===== config.mk =====
export PLATFORM = sky130hd
export DESIGN_NAME = ilir_cell
export DESIGN_NICKNAME = d
export VERILOG_FILES = /design/src/assert_macros.svh /design/src/ilir_pkg.sv /design/src/ilir_cell.sv
export SDC_FILE = /design/constraint.sdc
export NUM_CORES = 1
export LEC_CHECK = 0
export ABC_AREA = 1
export BUFFER_PORTS_ARGS = -buffer_cell sky130_fd_sc_hd__buf_2
export CORE_UTILIZATION = 40
export CTS_CLUSTER_SIZE = 28
export DETAILED_ROUTE_END_ITERATION = 12
export HOLD_SLACK_MARGIN = 0.08
export PLACE_DENSITY_LB_ADDON = 0.08
export SYNTH_ARGS = -nofsm -noshare
export SYNTH_HDL_FRONTEND = slang
export SYNTH_SLANG_ARGS = --single-unit

===== constraint.sdc =====
create_clock -name clk -period 8.7 [get_ports clk]
set_input_delay 1.74 -clock clk [delete_from_list [all_inputs] [get_ports clk]]
set_output_delay 1.74 -clock clk [all_outputs]
set_load 0.01 [all_outputs]

===== src/assert_macros.svh =====
// Assertion macros shared by the list RTL.
// Depends on nothing; expects clk and arst_n in the scope of each use.
`ifndef ASSERT_MACROS_SVH
`define ASSERT_MACROS_SVH
`ifndef SYNTHESIS
// Check prop at each clock edge, not during reset.
`define ILIR_ASSERT(lbl, prop, msg) \
	lbl: assert property (@(posedge clk) disable iff (!arst_n) prop) else $error(msg);
// Check prop at each clock edge, reset included.
`define ILIR_ASSERT_ALWAYS(lbl, prop, msg) \
	lbl: assert property (@(posedge clk) prop) else $error(msg);
`else
`define ILIR_ASSERT(lbl, prop, msg)
`define ILIR_ASSERT_ALWAYS(lbl, prop, msg)
`endif
`endif


===== src/ilir_pkg.sv =====
// Types and constants of the indexed list block: request kinds, fault codes,
// request and result beats, and the command that the cells share. No dependencies.
package ilir_pkg;

	typedef enum logic [1:0] {
		KIND_APPEND = 2'd0,
		KIND_INSERT = 2'd1,
		KIND_READ   = 2'd2,
		KIND_REMOVE = 2'd3
	} kind_t;

	typedef enum logic [1:0] {
		FAULT_OK    = 2'd0,
		FAULT_RANGE = 2'd1,
		FAULT_FULL  = 2'd2
	} fault_t;

	localparam int POS_W   = 9;
	localparam int DATA_W  = 32;
	// Lanes merged in the first level of the read tree
	localparam int TREE_GROUP = 16;

	typedef struct packed {
		kind_t                     kind;
		logic [POS_W-1:0]          position;
		logic signed [DATA_W-1:0]  value;
	} req_t;

	typedef struct packed {
		logic signed [DATA_W-1:0]  read_value;
		logic [POS_W-1:0]          item_count;
		logic                      is_empty;
		fault_t                    fault;
	} rsp_t;

	// Broadcast to every cell: go is high for an accepted request without fault
	typedef struct packed {
		logic  go;
		kind_t kind;
	} cell_cmd_t;

endpackage


===== src/ilir_cell.sv =====
// One entry of the list: holds, loads or takes a neighbour's value per cycle,
// and offers its value to the read tree when addressed. Depends on ilir_pkg.
module ilir_cell #(
	parameter int XW  = 9,
	parameter int IDX = 0
) (
	input  logic                          clk,
	input  ilir_pkg::cell_cmd_t           cmd,
	input  logic [XW-1:0]                 pos,
	input  logic [XW-1:0]                 cnt,
	input  logic [ilir_pkg::DATA_W-1:0]   value,
	input  logic [ilir_pkg::DATA_W-1:0]   lower,
	input  logic [ilir_pkg::DATA_W-1:0]   upper,
	output logic [ilir_pkg::DATA_W-1:0]   entry,
	output logic [ilir_pkg::DATA_W-1:0]   lane
);

	localparam logic [XW-1:0] MY  = XW'(IDX);
	localparam logic [XW-1:0] MYP = XW'(IDX + 1);

	logic [ilir_pkg::DATA_W-1:0] entry_q;
	logic [ilir_pkg::DATA_W-1:0] entry_d;

	// Choose this cell's next value from the shared command
	always_comb begin
		entry_d = entry_q;
		if (cmd.go) begin
			unique case (cmd.kind)
				ilir_pkg::KIND_APPEND: begin
					if (MY == cnt) entry_d = value;
				end
				ilir_pkg::KIND_INSERT: begin
					priority if (MY == pos) entry_d = value;
					else if (MY > pos && MY <= cnt) entry_d = lower;
				end
				ilir_pkg::KIND_READ: begin
					entry_d = entry_q;
				end
				ilir_pkg::KIND_REMOVE: begin
					if (MY >= pos && MYP < cnt) entry_d = upper;
				end
			endcase
		end
	end

	always_ff @(posedge clk) begin
		entry_q <= entry_d;
	end

	assign entry = entry_q;
	// Drive the read tree only when addressed, zero otherwise
	assign lane  = (pos == MY) ? entry_q : '0;

endmodule


# After elaboration in Yosys (flattened, before gate mapping)
# Cells that the tools add are included.
[op_classes]
n_eq_ne = 6
bitwise = 1
n_reduce_logical = 6
n_lt_le_gt_ge = 4
mux = 6
[op_table]
columns = ["cell", "count"]
rows = [
  ["$mux W32", 5],
  ["$pmux W32 S3", 1],
  ["$logic_not A9 Y1", 2],
  ["$ge A1 B9 Y1 const A", 1],
  ["$gt A1 B9 Y1 const A", 1],
  ["$le A1 B9 Y1 const A", 1],
  ["$lt A1 B9 Y1 const A", 1],
  ["$reduce_and A5 Y1", 1],
  ["$eq A2 B2 Y1 const B", 2],
  ["$ne A2 B2 Y1 const B", 2],
  ["$ne A3 B3 Y1 const B", 1],
  ["$eq A2 B1 Y1 const B", 1],
  ["$logic_and A1 B1 Y1", 2],
  ["$logic_not A2 Y1", 1],
  ["$not A1 Y1", 1],
]
[word_totals]
reg_bits = 32
word_cells = 24
out_inout_bits = 64

# Depth between registers and ports, before layout
[depth]
word_depth = 5
depth_mapped = 7

# Worst setup path before layout
# No wires, ideal clock.
[synth_timing]
path_type = "input-to-output"
startpoint = "in pos[3]"
endpoint = "out lane[10] in the netlist's numbering"
path_stages = 6
t_required_ns = 6.960
n_path_buf = 1
setup_slack_ns = 4.398
arrival_ns = 2.562
path_cell_list = "nor2_1 nand3_1 nor2_4 inv_2 buf_2 nor2_1"
[synth_via]
elab_chain_len = 2
[synth_lines]
columns = ["element", "line", "text"]
rows = [
  ["start: declaration", "ilir_cell.sv:9", "input logic [XW-1:0] pos,"],
  ["$logic_not A9 Y1", "ilir_cell.sv:52", "assign lane = (pos == MY) ? entry_q : '0;"],
  ["$mux W32", "ilir_cell.sv:52", ""],
  ["end: declaration", "ilir_cell.sv:15", "output logic [ilir_pkg::DATA_W-1:0] lane"],
]
# No other way between the ends.

# Final worst setup path
[layout_timing]
startpoint = "in pos[4]"
endpoint = "out lane[14] in the netlist's numbering"
# The elaborated chain is that of the path after synthesis.

==> reports/results.ini <==
[power]
peakVddDrop_mv = 0.06502
p_leak_nw = 1.920
p_per_area_mw_per_mm2 = 106.8

[timing]
worst_pin_slew_ns = 1.013
rsz0062_at_grt = false
setup_violations = 0
slew_viol_final = 0
finalHoldViolations = 0
fin_crit_sh_pct = 60.25
slew_headroom_pct = 32.48
fin_setup_tns_ns = 0
fmax_mhz = 190.8
period_needed_ns = 5.242
fin_ws_ns = 3.458

[final_layout]
antenna_cells = 0
fin_nets = 663
largest_reg_flops = 32
design_area_mm2 = 0.003485
final_cells = 620
drive_gt1_share_pct = 35.23
synthToLayoutAreaGrowth_pct = 39.11

[clocking]
cts_made_buffers = 5
cts_setup_buffers = 0
htree_levels = 2
post_cts_resized = 0
cts_hold_buf = 0
clk_pin_slew_worst_paths_ns = 0.07
cts-root-buf = clkbuf_8
cts_max_path_buffers = 2
cts_tree = done
cts_sinks = 32

[floorplanning]
die_w_um = 81.14
die-area_mm2 = 0.006583
core_mm2 = 0.005991
io_pins = 182
die_h_um = 81.14
initial_core_util_pct = 41.81
rows = 28

[worst_setup_path]
worstSetupPathType = in -> out
cp.required_ns = 6.96
crit_path_start_kind = primary input
path_depth = 8
crit_family = buffers and inverters
crit_slowest_cell = buf_4
setup.worst_path.end_class = primary output
slowest_delay_ns = 0.50
path_max_fanout = 61
critPathBufInv = 4
cp_cell_sequence = buf_2 -> nor2_1 -> nand3_1 -> nor2_4 -> buf_4 -> inv_2 -> nor2_1 -> buf_2
arrival_ns = 3.50

[route]
drc = 0
vias = 2850
drtAntennaViolNets = 0
routedWlPerCell_um = 11.05
wl_um = 6853
dr.pass1.iters = 4
vias_per_cell = 4.597
initialDrtViolationCount = 157

[logic_synthesis]
postSynthCellCount = 379
syn_area_per_cell_um2 = 6.609
synth.distinct_cells = 14
ys_warn_count = 0
ys_seq_area_share_pct = 38.36
synth_area_mm2 = 0.002505
synth-seq-cells = 32
syn-num-nets = 497

[placement]
preCtsSetupSlack_ns = 3.444
dp_hpwl_um = 4864
place_congestion = 0.7528
place_area_mm2 = 0.003407
port_buffers = 181
placedCellCount = 613

[worst_hold_path]
hold_path_depth = 3
worstHoldPathType = in -> reg

[flow_run]
cap_violations = 0

[grt]
overflow = 0
grt_pass1_vias = 2468
grt_usage_pct = 20.92
antenna_found_initial = 0
grt_max_degree = 67
grt_pass1_wl_um = 10650

[outcome]
status = completed

==> layer usage <==
layer  up-vias  GRT usage (%)  part of all wire (%)
met1      1238          22.42                    41
met5         -              0                     0
met4         0          4.286                  0.58
met2       105          41.26                    52
li1       1503              -                     -
met3         4          4.607                   6.4
==> per-stage QoR <==
stage	hold slack, ns	utilization [%]	power, mW
detailed placement	2.078	56.87	0.2692
CTS	1.788	58.17	0.3751
global placement	2.070	56.87	0.2669
finish	1.791	58.17	0.3721
floorplan	1.982	-	0.2303
global route	1.782	58.17	0.3932
==> Yosys cell counts <==
master | count | area, um^2
a31oi_1 | 1 | 6.260
buf_1 | 3 | 11.26
buf_2 | 12 | 60.06
buf_4 | 3 | 22.52
clkbuf_1 | 5 | 18.77
edfxtp_1 | 32 | 960.9
inv_1 | 75 | 281.5
inv_2 | 1 | 3.750
nand2_1 | 74 | 277.8
nand3_1 | 36 | 180.2
nor2_1 | 73 | 274.0
nor2_4 | 2 | 22.52
o21ai_0 | 32 | 160.2
o21bai_1 | 30 | 225.2
==> final timing paths <==
check	start	end	slack, ns
max	pos[4]	lane[14]	3.46
min	lower[2]	entry[2]$_DFFE_PP_	1.79
==> where the power goes <==
group / internal (mW) / total [mW] / switching [mW] / leakage [nW]
sequential: 0.180 / 0.184 / 0.00380 / 0.283
clock: 0.0543 / 0.107 / 0.0527 / 0.0410
combinational: 0.0402 / 0.0814 / 0.0412 / 1.60
==> logic make-up (layout without fill, tap and decap cells) <==
group                  Yosys count  after routing  synth area share [%]
flip-flops                      32             32                 38.36
buffers and inverters           99            265                 15.88
AND/OR/NAND/NOR                185            185                 30.12
AO/OA/AOI/OAI                   63             63                 15.63
==> layout make-up <==
class	count	area, um^2
well taps	75	93.84
fillers	625	2506
flip-flops and latches	32	960.9
clock inverters	1	5.005
clock buffers	6	72.57
inverters	76	285.3
multi-input cells	248	1154
repair buffers	182	913.4
==> cells in the final DEF, fill, tap and decap left out <==
master | synthesis | routed
nand2_1 | 74 | 74
clkinv_2 | 0 | 1
a31oi_1 | 1 | 1
inv_1 | 75 | 75
nor2_4 | 2 | 3
nor2_1 | 73 | 72
clkbuf_8 | 0 | 5
inv_2 | 1 | 1
edfxtp_1 | 32 | 32
buf_4 | 3 | 1
buf_2 | 12 | 181
clkbuf_1 | 5 | 1
o21bai_1 | 30 | 30
nand3_1 | 36 | 36
o21ai_0 | 32 | 32
(Power assumes the default switching activity.)
